==> config.mk <==
export PLATFORM = sky130hd
export DESIGN_NAME = ptw_sequencer
export DESIGN_NICKNAME = d
export VERILOG_FILES = /design/src/hdl/ptw_pkg.sv /design/src/hdl/ptw_sequencer.sv
export SDC_FILE = /design/constraint.sdc
export NUM_CORES = 1
export LEC_CHECK = 0
export ABC_AREA = 1
export ABC_CLOCK_PERIOD_IN_PS = 4300
export BUFFER_PORTS_ARGS = -buffer_cell sky130_fd_sc_hd__buf_2
export CORE_MARGIN = 4
export CORE_UTILIZATION = 45
export DETAILED_ROUTE_END_ITERATION = 10
export PLACE_DENSITY_LB_ADDON = 0.25
export SETUP_SLACK_MARGIN = 0.15
export SYNTH_ARGS = -nofsm -noshare
export SYNTH_HDL_FRONTEND = slang
export SYNTH_SLANG_ARGS = --single-unit
export TNS_END_PERCENT = 5
==> constraint.sdc <==
create_clock -name clk -period 4.3 [get_ports clk]
set_input_delay 0.215 -clock clk [delete_from_list [all_inputs] [get_ports clk]]
set_output_delay 0.215 -clock clk [all_outputs]
set_load 0.05 [all_outputs]
==> src/hdl/ptw_pkg.sv <==
// ----------------------------------------------------------------------------
// ptw_pkg
// Shared types, codes and the microcode program of the page table walker.
// ----------------------------------------------------------------------------
`default_nettype none

package ptw_pkg;

  // field and entry widths
  localparam int VA_W       = 48;
  localparam int FRAME_W    = 40;
  localparam int ENTRY_W    = FRAME_W + 2;
  localparam int IDX_W      = 9;
  localparam int CMD_W      = 2;
  localparam int STATUS_W   = 2;
  localparam int LEVEL_W    = 2;
  localparam int STEP_W     = 5;
  localparam int TABLE_POOL_DEFAULT = 64;

  // command codes
  localparam logic [CMD_W-1:0] CMD_MAP   = 2'd0;
  localparam logic [CMD_W-1:0] CMD_XLATE = 2'd1;
  localparam logic [CMD_W-1:0] CMD_UNMAP = 2'd2;
  localparam logic [CMD_W-1:0] CMD_RSVD  = 2'd3;

  // status codes
  localparam logic [STATUS_W-1:0] ST_OK            = 2'd0;
  localparam logic [STATUS_W-1:0] ST_OUT_OF_TABLES = 2'd1;
  localparam logic [STATUS_W-1:0] ST_NOT_PRESENT   = 2'd2;

  // entry flag bits: present and writable
  localparam logic [1:0] ENTRY_FLAGS = 2'b11;

  // write data select
  typedef enum logic [1:0] {
    WS_NONE,
    WS_ALLOC,
    WS_LEAF,
    WS_ZERO
  } wsel_t;

  // datapath action of one step
  typedef enum logic [2:0] {
    A_NONE,
    A_DESCEND,
    A_ALLOC,
    A_FRAME,
    A_NP,
    A_OOT,
    A_FIN
  } act_t;

  // jump condition
  typedef enum logic [3:0] {
    C_NEVER,
    C_ALWAYS,
    C_CMD_BAD,
    C_ABSENT,
    C_LEVEL_LT2,
    C_NOT_MAP,
    C_FULL,
    C_CMD_MAP,
    C_CMD_UNMAP
  } cond_t;

  typedef struct packed {
    logic              rd;
    wsel_t             wsel;
    act_t              act;
    cond_t             cond;
    logic [STEP_W-1:0] target;
  } ucode_t;

  // status from datapath to sequencer
  typedef struct packed {
    logic cmd_bad;
    logic cmd_map;
    logic cmd_unmap;
    logic absent;
    logic full;
    logic level_lt2;
  } flags_t;

  // control from sequencer to datapath
  typedef struct packed {
    logic  active;
    logic  rd;
    wsel_t wsel;
    act_t  act;
  } ctrl_t;

  // program addresses
  localparam logic [STEP_W-1:0] S_DISPATCH   = 5'd0;
  localparam logic [STEP_W-1:0] S_READ       = 5'd1;
  localparam logic [STEP_W-1:0] S_CHECK      = 5'd2;
  localparam logic [STEP_W-1:0] S_DESCEND    = 5'd3;
  localparam logic [STEP_W-1:0] S_TO_LEAF    = 5'd4;
  localparam logic [STEP_W-1:0] S_ABSENT     = 5'd5;
  localparam logic [STEP_W-1:0] S_FULL_CHK   = 5'd6;
  localparam logic [STEP_W-1:0] S_ALLOC      = 5'd7;
  localparam logic [STEP_W-1:0] S_LEAF       = 5'd8;
  localparam logic [STEP_W-1:0] S_LEAF_UNMAP = 5'd9;
  localparam logic [STEP_W-1:0] S_XL_READ    = 5'd10;
  localparam logic [STEP_W-1:0] S_XL_CHECK   = 5'd11;
  localparam logic [STEP_W-1:0] S_XL_FRAME   = 5'd12;
  localparam logic [STEP_W-1:0] S_ABS_UPPER  = 5'd13;
  localparam logic [STEP_W-1:0] S_NP         = 5'd14;
  localparam logic [STEP_W-1:0] S_OOT        = 5'd15;
  localparam logic [STEP_W-1:0] S_MAP_LEAF   = 5'd16;
  localparam logic [STEP_W-1:0] S_UNMAP_LEAF = 5'd17;
  localparam logic [STEP_W-1:0] S_FIN        = 5'd18;

  // microcode rom
  function automatic ucode_t ucode_word(input logic [STEP_W-1:0] step);
    ucode_t w;
    w.rd     = 1'b0;
    w.wsel   = WS_NONE;
    w.act    = A_NONE;
    w.cond   = C_NEVER;
    w.target = S_FIN;
    case (step)
      S_DISPATCH: begin
        w.cond = C_CMD_BAD;
      end
      S_READ: begin
        w.rd = 1'b1;
      end
      S_CHECK: begin
        w.cond   = C_ABSENT;
        w.target = S_ABSENT;
      end
      S_DESCEND: begin
        w.act    = A_DESCEND;
        w.cond   = C_LEVEL_LT2;
        w.target = S_READ;
      end
      S_TO_LEAF: begin
        w.cond   = C_ALWAYS;
        w.target = S_LEAF;
      end
      S_ABSENT: begin
        w.cond   = C_NOT_MAP;
        w.target = S_ABS_UPPER;
      end
      S_FULL_CHK: begin
        w.cond   = C_FULL;
        w.target = S_OOT;
      end
      S_ALLOC: begin
        w.wsel   = WS_ALLOC;
        w.act    = A_ALLOC;
        w.cond   = C_LEVEL_LT2;
        w.target = S_READ;
      end
      S_LEAF: begin
        w.cond   = C_CMD_MAP;
        w.target = S_MAP_LEAF;
      end
      S_LEAF_UNMAP: begin
        w.cond   = C_CMD_UNMAP;
        w.target = S_UNMAP_LEAF;
      end
      S_XL_READ: begin
        w.rd = 1'b1;
      end
      S_XL_CHECK: begin
        w.cond   = C_ABSENT;
        w.target = S_NP;
      end
      S_XL_FRAME: begin
        w.act  = A_FRAME;
        w.cond = C_ALWAYS;
      end
      S_ABS_UPPER: begin
        // unmap over a missing level changes nothing, translate falls to not present
        w.cond = C_CMD_UNMAP;
      end
      S_NP: begin
        w.act  = A_NP;
        w.cond = C_ALWAYS;
      end
      S_OOT: begin
        w.act  = A_OOT;
        w.cond = C_ALWAYS;
      end
      S_MAP_LEAF: begin
        w.wsel = WS_LEAF;
        w.cond = C_ALWAYS;
      end
      S_UNMAP_LEAF: begin
        w.wsel = WS_ZERO;
        w.cond = C_ALWAYS;
      end
      default: begin
        w.act = A_FIN;
      end
    endcase
    return w;
  endfunction

endpackage

`default_nettype wire

==> src/hdl/ptw_sequencer.sv <==
// ----------------------------------------------------------------------------
// ptw_sequencer
// Step counter over the microcode rom with conditional jumps.
// ----------------------------------------------------------------------------
`default_nettype none

module ptw_sequencer
  import ptw_pkg::*;
(
  input  wire logic   clk,
  input  wire logic   rst,
  input  wire logic   start,
  input  wire logic   emit_ok,
  input  wire flags_t flags,
  output ctrl_t       ctrl
);

  logic              running;
  logic [STEP_W-1:0] step;
  ucode_t            word;
  logic              take;

  assign word = ucode_word(step);

  // jump condition
  always_comb begin
    case (word.cond)
      C_NEVER:     take = 1'b0;
      C_ALWAYS:    take = 1'b1;
      C_CMD_BAD:   take = flags.cmd_bad;
      C_ABSENT:    take = flags.absent;
      C_LEVEL_LT2: take = flags.level_lt2;
      C_NOT_MAP:   take = !flags.cmd_map;
      C_FULL:      take = flags.full;
      C_CMD_MAP:   take = flags.cmd_map;
      C_CMD_UNMAP: take = flags.cmd_unmap;
      default:     take = 1'b0;
    endcase
  end

  // step counter
  always_ff @(posedge clk) begin
    if (rst) begin
      running <= 1'b0;
      step    <= S_DISPATCH;
    end else if (start) begin
      running <= 1'b1;
      step    <= S_DISPATCH;
    end else if (running) begin
      if (word.act == A_FIN) begin
        if (emit_ok) begin
          running <= 1'b0;
        end
      end else if (take) begin
        step <= word.target;
      end else begin
        step <= step + 1'b1;
      end
    end
  end

  // control word, quiet while idle
  always_comb begin
    ctrl.active = running;
    ctrl.rd     = running & word.rd;
    ctrl.wsel   = running ? word.wsel : WS_NONE;
    ctrl.act    = running ? word.act : A_NONE;
  end

endmodule

`default_nettype wire

==> impl_metrics.json, run 1 <==
{
  "clk_path_buf_depth": 2,
  "cp-end-kind": "output port",
  "hold_violations": 0,
  "nFillCells": 211,
  "finClkSkew_ns": 0.00124,
  "slew_headroom_pct": 74.4,
  "slew_viol_final": 0,
  "crit_fanout": 7,
  "yosys_warnings": 0,
  "internal_power_w": 0.000148,
  "htree_levels": 1,
  "switching_power_w": 0.000149,
  "clkPwrFrac_pct": 17.4,
  "design.die.area_um2": 3000,
  "synth_cells": 182,
  "ys.flop_type": "dfxtp_1",
  "cts_buffers": 3,
  "drv_cap": 0,
  "hold_ws_ns": 0.137,
  "ant_nets": 0,
  "holdBufCountCts": 0,
  "synth_area_leaders": "nand3_1 16%, nand2_1 16%, dfxtp_1 12%",
  "firstDrtPassIters": 4,
  "worstPathArrival_ns": 2.37,
  "switching_share_pct": 50.2,
  "cts_resized": 0,
  "drt_iter0_drc": 56,
  "grt_use_total_pct": 19.7,
  "tns_ns": 0,
  "async_flop_share_pct": 0,
  "avgRoutedWirePerCell_um": 11.4,
  "setup_violations": 0,
  "reg2regPathDepth": 18,
  "synth_top_cell_by_area": "nand3_1",
  "synth_top_cell_area_share_pct": 16.3,
  "period_needed_ns": 2.59,
  "cts_root_buf": "clkbuf_4",
  "seq_power_share_pct": 22.6,
  "diodes": 0,
  "vias": 1173,
  "worstSetupPathType": "reg2out",
  "fmax_mhz": 387,
  "synth.most_common_cell": "nand2_1",
  "die_w_um": 54.8,
  "avgSynthCellArea_um2": 5.41,
  "worstPathRequired_ns": 4.09,
  "cp-endpoint": "ctrl[1]",
  "total_power_w": 0.000297,
  "netlist_top_cells_count": "41 x nand2_1, 32 x nand3_1, 25 x nor2_1",
  "via_per_inst": 5.19,
  "insertion_delay_ns": 0.24,
  "port_buffers": 16,
  "max-vdd-ir-drop_mv": 0.157,
  "ys_seq_area_share_pct": 12.2,
  "die_height_um": 54.8,
  "rsz0062_at_grt": "no",
  "syn_to_final_growth_pct": 12.3,
  "status": "finished, final reports clean",
  "worstSetupStartpointType": "register",
  "antenna_found_initial": 0,
  "yosys.cell_types.count": 23,
  "synth_edf_count": 0,
  "layout-drive-gt1-share_pct": 22.1,
  "ys_ff_latch": 6,
  "synthesis.nets": 197,
  "r2r_slack_ns": 2.07,
  "combPwrFrac_pct": 60.0,
  "gp_congestion": 0.983,
  "cts_tree": "built",
  "fin_nets": 216,
  "grt_max_degree": 11,
  "r2r_end": "step[1]$_SDFFE_PP0P_",
  "period_share_pct": 60.2,
  "wirelength_um": 2580,
  "cts.clk_slew.worst_paths_ns": 0.05,
  "start_util_pct": 48.7,
  "reg2reg_from": "step[0]$_SDFFE_PP0P_",
  "drc": 0,
  "core_um2": 2020,
  "syn_area_um2": 985,
  "num_rows": 16,
  "grt_pass1_wl_um": 4410,
  "hpwl_um": 2220,
  "hold_class": "in2reg",
  "ios": 17,
  "grt_pass1_vias": 1010,
  "crit_start": "step[1]$_SDFFE_PP0P_",
  "grt_remaining_overflow": 0,
  "clock-sinks": 6,
  "power_leakage_nw": 0.648,
  "power_density_nw_per_um2": 268,
  "tightest_slew_ns": 0.383,
  "cts_setup_buffers": 0
}
==> worst max-delay path, stage by stage, from the launching register on <==
cell	delay [ns]
dfxtp_1	0.38
inv_1	0.09
ha_1	0.23
inv_1	0.07
nor2_1	0.07
nand2_2	0.17
o21ai_0	0.14
nor2_1	0.13
inv_2	0.06
nor3_2	0.14
nand4_1	0.15
inv_2	0.10
nor2_1	0.04
a21oi_1	0.11
buf_2	0.27
==> power by group through the flow <==
stage | combinational (W) | clock [W] | sequential [W]
after floorplan | 0.000143 | 0 | 0.0000650
after global placement | 0.000172 | 0 | 0.0000677
after detailed placement | 0.000176 | 0 | 0.0000679
after CTS | 0.000177 | 0.0000537 | 0.0000668
after global routing | 0.000201 | 0.0000582 | 0.0000678
final | 0.000178 | 0.0000517 | 0.0000670
==> how the worst min path moves through the flow <==
stage | depth (start not counted) | start | end | slack [ns]
2_1_floorplan | 1 | rst | running$_SDFF_PP0_ | 0.28
3_3_place_gp | 2 | rst | running$_SDFF_PP0_ | 0.38
3_5_place_dp | 2 | rst | running$_SDFF_PP0_ | 0.39
4_1_cts | 2 | rst | running$_SDFF_PP0_ | 0.13
5_1_grt | 2 | rst | running$_SDFF_PP0_ | 0.14
6_report | 2 | rst | running$_SDFF_PP0_ | 0.14
==> through the flow <==
stage | utilization (%) | setup WS, ns | instances | area [um^2]
final | 54.7 | 1.71 | 226 | 1110
after global routing | 54.7 | 1.53 | 226 | 1110
after CTS | 54.7 | 1.74 | 226 | 1110
after detailed placement | 53.6 | 2.00 | 223 | 1080
after global placement | 53.6 | 2.07 | 223 | 1080
after floorplan | - | 1.85 | 182 | 985
==> registers in the layout, summed over array words and instances (netlist names) <==
register	count
running	1
step	5
==> kinds of logic (layout without fill, tap and decap cells) <==
logic type / Yosys count / in the layout / synth area share, %
xor gates and xnor gates: 2 / 2 / 1.78
buffers and inverters: 34 / 51 / 13.7
and+or+nand+nor: 120 / 120 / 57.9
adders and majority gates: 5 / 5 / 6.35
AOI/OAI and AO/OA: 15 / 15 / 8.01
DFF: 6 / 6 / 12.2
==> cell type report <==
type / count / area [um^2] / share of cell area [%]
clock buffers: 3 / 22.5 / 2.04
multi-input cells: 142 / 729 / 66.0
flip-flops and latches: 6 / 120 / 10.9
well taps: 27 / 33.8 / 3.05
inverters: 32 / 120 / 10.9
repair buffers: 16 / 80.1 / 7.24
==> cells in the final DEF (no fill, tap or decap), types with 2 or more instances in the layout <==
cell | Yosys | final
inv_2 | 9 | 9
nor2_4 | 2 | 2
o21ai_0 | 2 | 2
nand4_1 | 4 | 4
nand2_1 | 41 | 41
inv_1 | 23 | 23
o21ai_1 | 2 | 2
nand2_2 | 3 | 3
a21oi_1 | 9 | 9
clkbuf_4 | 0 | 3
nand3_1 | 32 | 32
dfxtp_1 | 6 | 6
xor2_1 | 2 | 2
nor2_2 | 6 | 6
nand3_2 | 3 | 3
ha_1 | 5 | 5
nor2_1 | 25 | 25
buf_2 | 0 | 16
==> per-layer routing <==
metal	track usage, %	part of all wire [%]	vias up
met5	0	0	-
met4	2.49	0.74	0
met3	1.63	5.7	4
met2	32.5	47	39
met1	28.2	46	509
li1	-	-	621
Power figures use the tool's default switching activity.
==> run 2, diff against run 1 <==
Settings changed: ABC_CLOCK_PERIOD_IN_PS 4300 to 2200.
Clock period 4.3 ns to 2.2 ns, I/O delays scaled along.
==> run 2 against run 1 <==
Effect of this change: die area unchanged; sequential power up 100%; register-to-register slack worse by 2.0 ns; wire length up 44%; final area up 32%; highest routed layer unchanged; first-iteration DRC count up 57%; sequential share of layout area down 2.0 points; critical path depth up 1; clock skew up 0.0071 ns; via count up 19%; critical path type is now reg2reg.
==> impl_metrics.json, run 2 (same netlist as run 1, synthesis figures left out) <==
{
  "hold_start": "rst",
  "drc": 0,
  "final_common_cell": "nand2_1",
  "hold_ws_ns": 0.0249,
  "worstSetupPathType": "reg2reg",
  "place_area_um2": 1150,
  "cts_root_buf": "clkbuf_4",
  "fmax_mhz": 459,
  "grt_remaining_overflow": 0,
  "r2r_slack_ns": 0.02,
  "crit_fanout": 5,
  "power_leakage_nw": 0.786,
  "vias": 1396,
  "drt_iter0_drc": 88,
  "reg2reg_from": "step[0]$_SDFFE_PP0P_",
  "cts.clk_slew.worst_paths_ns": 0.05,
  "layout_common_cells": "36 x nand2_1, 32 x nand3_1, 21 x buf_4",
  "max-vdd-ir-drop_mv": 0.460,
  "syn_to_final_growth_pct": 48.7,
  "wirelength_met1_um": 1420,
  "worstSetupStartpointType": "register",
  "die_height_um": 54.8,
  "setup_violations": 0,
  "via_per_inst": 5.63,
  "power_density_nw_per_um2": 500,
  "hold_violations": 0,
  "hold_depth": 2,
  "r2r_end": "step[4]$_SDFFE_PP0P_",
  "reg2regPathDepth": 15,
  "cts_tree": "built",
  "hpwl_um": 2190,
  "ant_nets": 0,
  "diodes": 0,
  "clk_path_buf_depth": 2,
  "layout-drive-gt1-share_pct": 45.7,
  "insertion_delay_ns": 0.25,
  "finClkSkew_ns": 0.00830,
  "design.die.area_um2": 3000,
  "grt_pass1_vias": 1152,
  "cp-end-kind": "register",
  "die_w_um": 54.8,
  "period_needed_ns": 2.18,
  "holdBufCountCts": 0,
  "grt_max_degree": 10,
  "tns_ns": 0,
  "antenna_found_initial": 0,
  "slew_headroom_pct": 76.0,
  "ios": 17,
  "wirelength_um": 3720,
  "firstDrtPassIters": 5,
  "avgRoutedWirePerCell_um": 15.0,
  "hold_class": "in2reg",
  "num_rows": 16,
  "drv_cap": 0,
  "top_register": "step",
  "worstPathArrival_ns": 2.32,
  "highest_layer": "met4",
  "worstPathRequired_ns": 2.34,
  "status": "finished, final reports clean",
  "reg_top3": "step x5, running x1",
  "rsz0062_at_grt": "yes",
  "min_to": "running$_SDFF_PP0_",
  "cts_buffers": 3,
  "start_util_pct": 48.7,
  "post-route-util_pct": 72.4,
  "gp_congestion": 0.951,
  "core_um2": 2020,
  "fin_area_um2": 1460,
  "grt_pass1_wl_um": 4930,
  "grt_use_total_pct": 23.1,
  "largest_register_ffs": 5,
  "met2_length_um": 1810,
  "period_share_pct": 98.9,
  "htree_levels": 1,
  "clock-sinks": 6,
  "tightest_slew_ns": 0.358,
  "port_buffers": 16,
  "slew_viol_final": 0,
  "wl_met3_um": 310,
  "fin_nets": 238
}
-- run 2: how the worst max path moves through the flow --
stage	startpoint	endpoint	cells after the start
3_5_place_dp	step[1]$_SDFFE_PP0P_	ctrl[1]	14
2_1_floorplan	step[1]$_SDFFE_PP0P_	ctrl[5]	6
5_1_grt	step[0]$_SDFFE_PP0P_	ctrl[1]	13
6_report	step[0]$_SDFFE_PP0P_	step[4]$_SDFFE_PP0P_	15
4_1_cts	step[0]$_SDFFE_PP0P_	ctrl[1]	13
3_3_place_gp	step[1]$_SDFFE_PP0P_	ctrl[1]	14
-- run 2: stage by stage --
step	setup slack, ns	power [W]	std cells
global route	-0.0697	0.000784	248
finish	0.0234	0.000732	248
CTS	0.0129	0.000652	242
global placement	-0.00311	0.000495	230
detailed placement	-0.0361	0.000495	230
floorplan	-0.00612	0.000409	182
-- run 2: final cells by class --
class / count / area, um^2
flip-flops and latches: 6 / 130
clock buffers: 3 / 22.5
well taps: 27 / 33.8
repair buffers: 38 / 268
fillers: 154 / 558
inverters: 32 / 133
multi-input cells: 142 / 877
-- run 2: per-layer routing --
| layer | up-vias | track usage (%) |
|---|---|---|
| met3 | 24 | 4.63 |
| met5 | - | 0 |
| li1 | 665 | - |
| met4 | 0 | 15.8 |
| met2 | 89 | 37.4 |
| met1 | 618 | 26.9 |
-- run 2: power breakdown --
part / internal (W) / switching (W)
clock network: 0.0000621 / 0.0000454
registers: 0.000118 / 0.0000183
logic: 0.000189 / 0.000299
total: 0.000369 / 0.000363
-- run 2: worst max-delay path: stages, from the launching register on --
cell and delay, ns:
dfxtp_4 0.39, ha_2 0.20, buf_4 0.12, nand2_1 0.05, nor2_1 0.21, buf_4 0.17
nor2_1 0.04, nand4_1 0.13, inv_2 0.05, buf_4 0.12, buf_4 0.13, nor2_4 0.11
buf_6 0.13, nand3_1 0.09, nand2_1 0.07, inv_1 0.04
-- run 2: timing repair --
action	4_1_cts	5_1_grt
setup endpoints to repair	8	9
endpoints found under the hold margin	0	0
pin swaps	9	12
buffers inserted	9	6
resized for setup	29	32
==> run 3, diff against run 2 <==
Settings changed: CORE_UTILIZATION 45 to 35.
==> run 3 against run 2 <==
Effect of this change: global-route usage down 3.5 points; maximum frequency decreased by 0.49%; combinational power is 2% higher; worst hold slack improved by 0.0065 ns; critical path depth down 3; setup slack worse by 0.011 ns; wire length is 5.3% lower; sequential share of layout area shrank 0.34 points; die area up 24%; clock power is 8% lower; sequential power is essentially flat; count of clock-buffer cells in the layout unchanged; largest power group unchanged.
==> impl_metrics.json, run 3 (same netlist as run 1, synthesis figures left out) <==
{
  "cts.clk_slew.worst_paths_ns": 0.04,
  "crit_buf_inv": 5,
  "cts_root_buf": "clkbuf_4",
  "crit_start": "step[0]$_SDFFE_PP0P_",
  "num_rows": 18,
  "slew_viol_final": 0,
  "antenna_found_initial": 0,
  "final_cell_count_no_fill": 259,
  "crit_fanout": 4,
  "crit_top_cell": "inv_2",
  "post-route-util_pct": 58.7,
  "period_needed_ns": 2.19,
  "power_density_nw_per_um2": 484,
  "hold_violations": 0,
  "seq_power_share_pct": 18.7,
  "grt_use_total_pct": 19.6,
  "reg2reg_from": "step[3]$_SDFFE_PP0P_",
  "internal_power_w": 0.000382,
  "cp-endpoint": "ctrl[1]",
  "drt_iter0_drc": 80,
  "die_w_um": 61.0,
  "holdBufCountCts": 0,
  "worstPathArrival_ns": 2.08,
  "fin_ws_ns": 0.0127,
  "rsz0062_at_grt": "yes",
  "firstDrtPassIters": 4,
  "clkPwrFrac_pct": 13.5,
  "clk_path_buf_depth": 2,
  "largest_register_ffs": 5,
  "total_power_w": 0.000737,
  "grt_pass1_vias": 1290,
  "grt_remaining_overflow": 0,
  "r2r_end": "step[1]$_SDFFE_PP0P_",
  "core_um2": 2590,
  "hold_class": "in2reg",
  "finClkSkew_ns": 0.00137,
  "fin_nets": 246,
  "switching_power_w": 0.000355,
  "vias": 1387,
  "htree_levels": 1,
  "syn_to_final_growth_pct": 54.5,
  "clock-sinks": 6,
  "period_share_pct": 99.4,
  "gp_congestion": 0.884,
  "tightest_slew_ns": 0.284,
  "final_common_cell": "nand2_1",
  "diodes": 0,
  "die_height_um": 61.0,
  "slew_headroom_pct": 81.1,
  "drv_cap": 0,
  "start_util_pct": 38.0,
  "worstPathRequired_ns": 2.09,
  "cp_top_family": "simple AND/OR/NAND/NOR gates",
  "status": "finished, final reports clean",
  "switching_share_pct": 48.2,
  "worstSetupPathType": "reg2out",
  "setup_violations": 0,
  "drc": 0,
  "power_leakage_nw": 0.821,
  "r2r_slack_ns": 0.04,
  "cts_buffers": 3,
  "avgRoutedWirePerCell_um": 13.6,
  "grt_pass1_wl_um": 5570,
  "cp-end-kind": "output port",
  "port_buffers": 16,
  "cp.depth": 12,
  "layout_common_cells": "37 x nand2_1, 30 x nand3_1, 29 x buf_4",
  "top_register": "step",
  "grt_max_degree": 10,
  "combPwrFrac_pct": 67.8,
  "reg_top3": "step x5, running x1",
  "insertion_delay_ns": 0.24,
  "hold_start": "rst",
  "post-place-ws_ns": 0.0263,
  "wirelength_um": 3530,
  "ant_nets": 0,
  "fmax_mhz": 457,
  "slowest_stage": "dfxtp_4",
  "worstSetupStartpointType": "register",
  "via_per_inst": 5.36,
  "hpwl_um": 2220,
  "dp_cells": 236,
  "ios": 17,
  "slowest_delay_ns": 0.40,
  "layout-drive-gt1-share_pct": 45.4,
  "crit_chain": "inv_6, ha_4, inv_2, nor2_4, nand2_1, inv_1, nor3_4, nand4_1, inv_2, nor2_2, a21oi_2, buf_6",
  "max-vdd-ir-drop_mv": 0.414,
  "design.die.area_um2": 3730,
  "reg2regPathDepth": 15,
  "cts_tree": "built"
}
-- run 3: layout make-up --
cell class	count	area, um^2
inverters	32	128
flip-flops and latches	6	130
well taps	30	37.5
fillers	233	1070
clock buffers	3	22.5
multi-input cells	142	880
repair buffers	46	324
-- run 3: how the worst min path moves through the flow --
stage                               to  cells after the start
finish              running$_SDFF_PP0_                      2
detailed placement  running$_SDFF_PP0_                      2
CTS                 running$_SDFF_PP0_                      2
global placement    running$_SDFF_PP0_                      2
global route        running$_SDFF_PP0_                      2
floorplan           running$_SDFF_PP0_                      1
-- run 3: metrics by stage --
stage	hold WS [ns]	TNS (ns)	instance area, um^2
finish	0.0314	0	1520
global route	0.0246	-0.425	1520
CTS	0.0184	0	1390
detailed placement	0.280	0	1170
global placement	0.279	0	1170
floorplan	0.179	-0.00612	995
-- run 3: worst reg2reg max path: stages (launching register included) --
cell     delay, ns
dfxtp_1       0.47
inv_2         0.15
nor2_4        0.17
nand2_2       0.10
buf_4         0.17
nand3_4       0.10
nor2_4        0.05
buf_4         0.14
o21ai_1       0.07
nand3_1       0.08
nand2_1       0.06
nand2_1       0.14
nand3_1       0.17
nand3_1       0.09
nand2_1       0.06
inv_1         0.03
-- run 3: power groups by stage --
stage / clock network (W) / registers [W] / logic (W)
6_report: 0.0000993 / 0.000138 / 0.000500
5_1_grt: 0.000110 / 0.000139 / 0.000548
4_1_cts: 0.000105 / 0.000135 / 0.000435
3_5_place_dp: 0 / 0.000133 / 0.000380
3_3_place_gp: 0 / 0.000132 / 0.000385
2_1_floorplan: 0 / 0.000127 / 0.000282
-- run 3: layer usage --
metal | track usage, % | wire length, um | vias to the layer above
met5 | 0 | 0 | -
met4 | 11.1 | 116 | 0
met3 | 1.26 | 206 | 14
met2 | 32.5 | 1860 | 67
met1 | 25.0 | 1340 | 627
li1 | - | - | 679
-- run 3: repair_timing --
item,in CTS,in global routing
setup endpoints to repair,7,9
pin swaps,9,9
buffers inserted,15,5
gates resized for setup,29,25
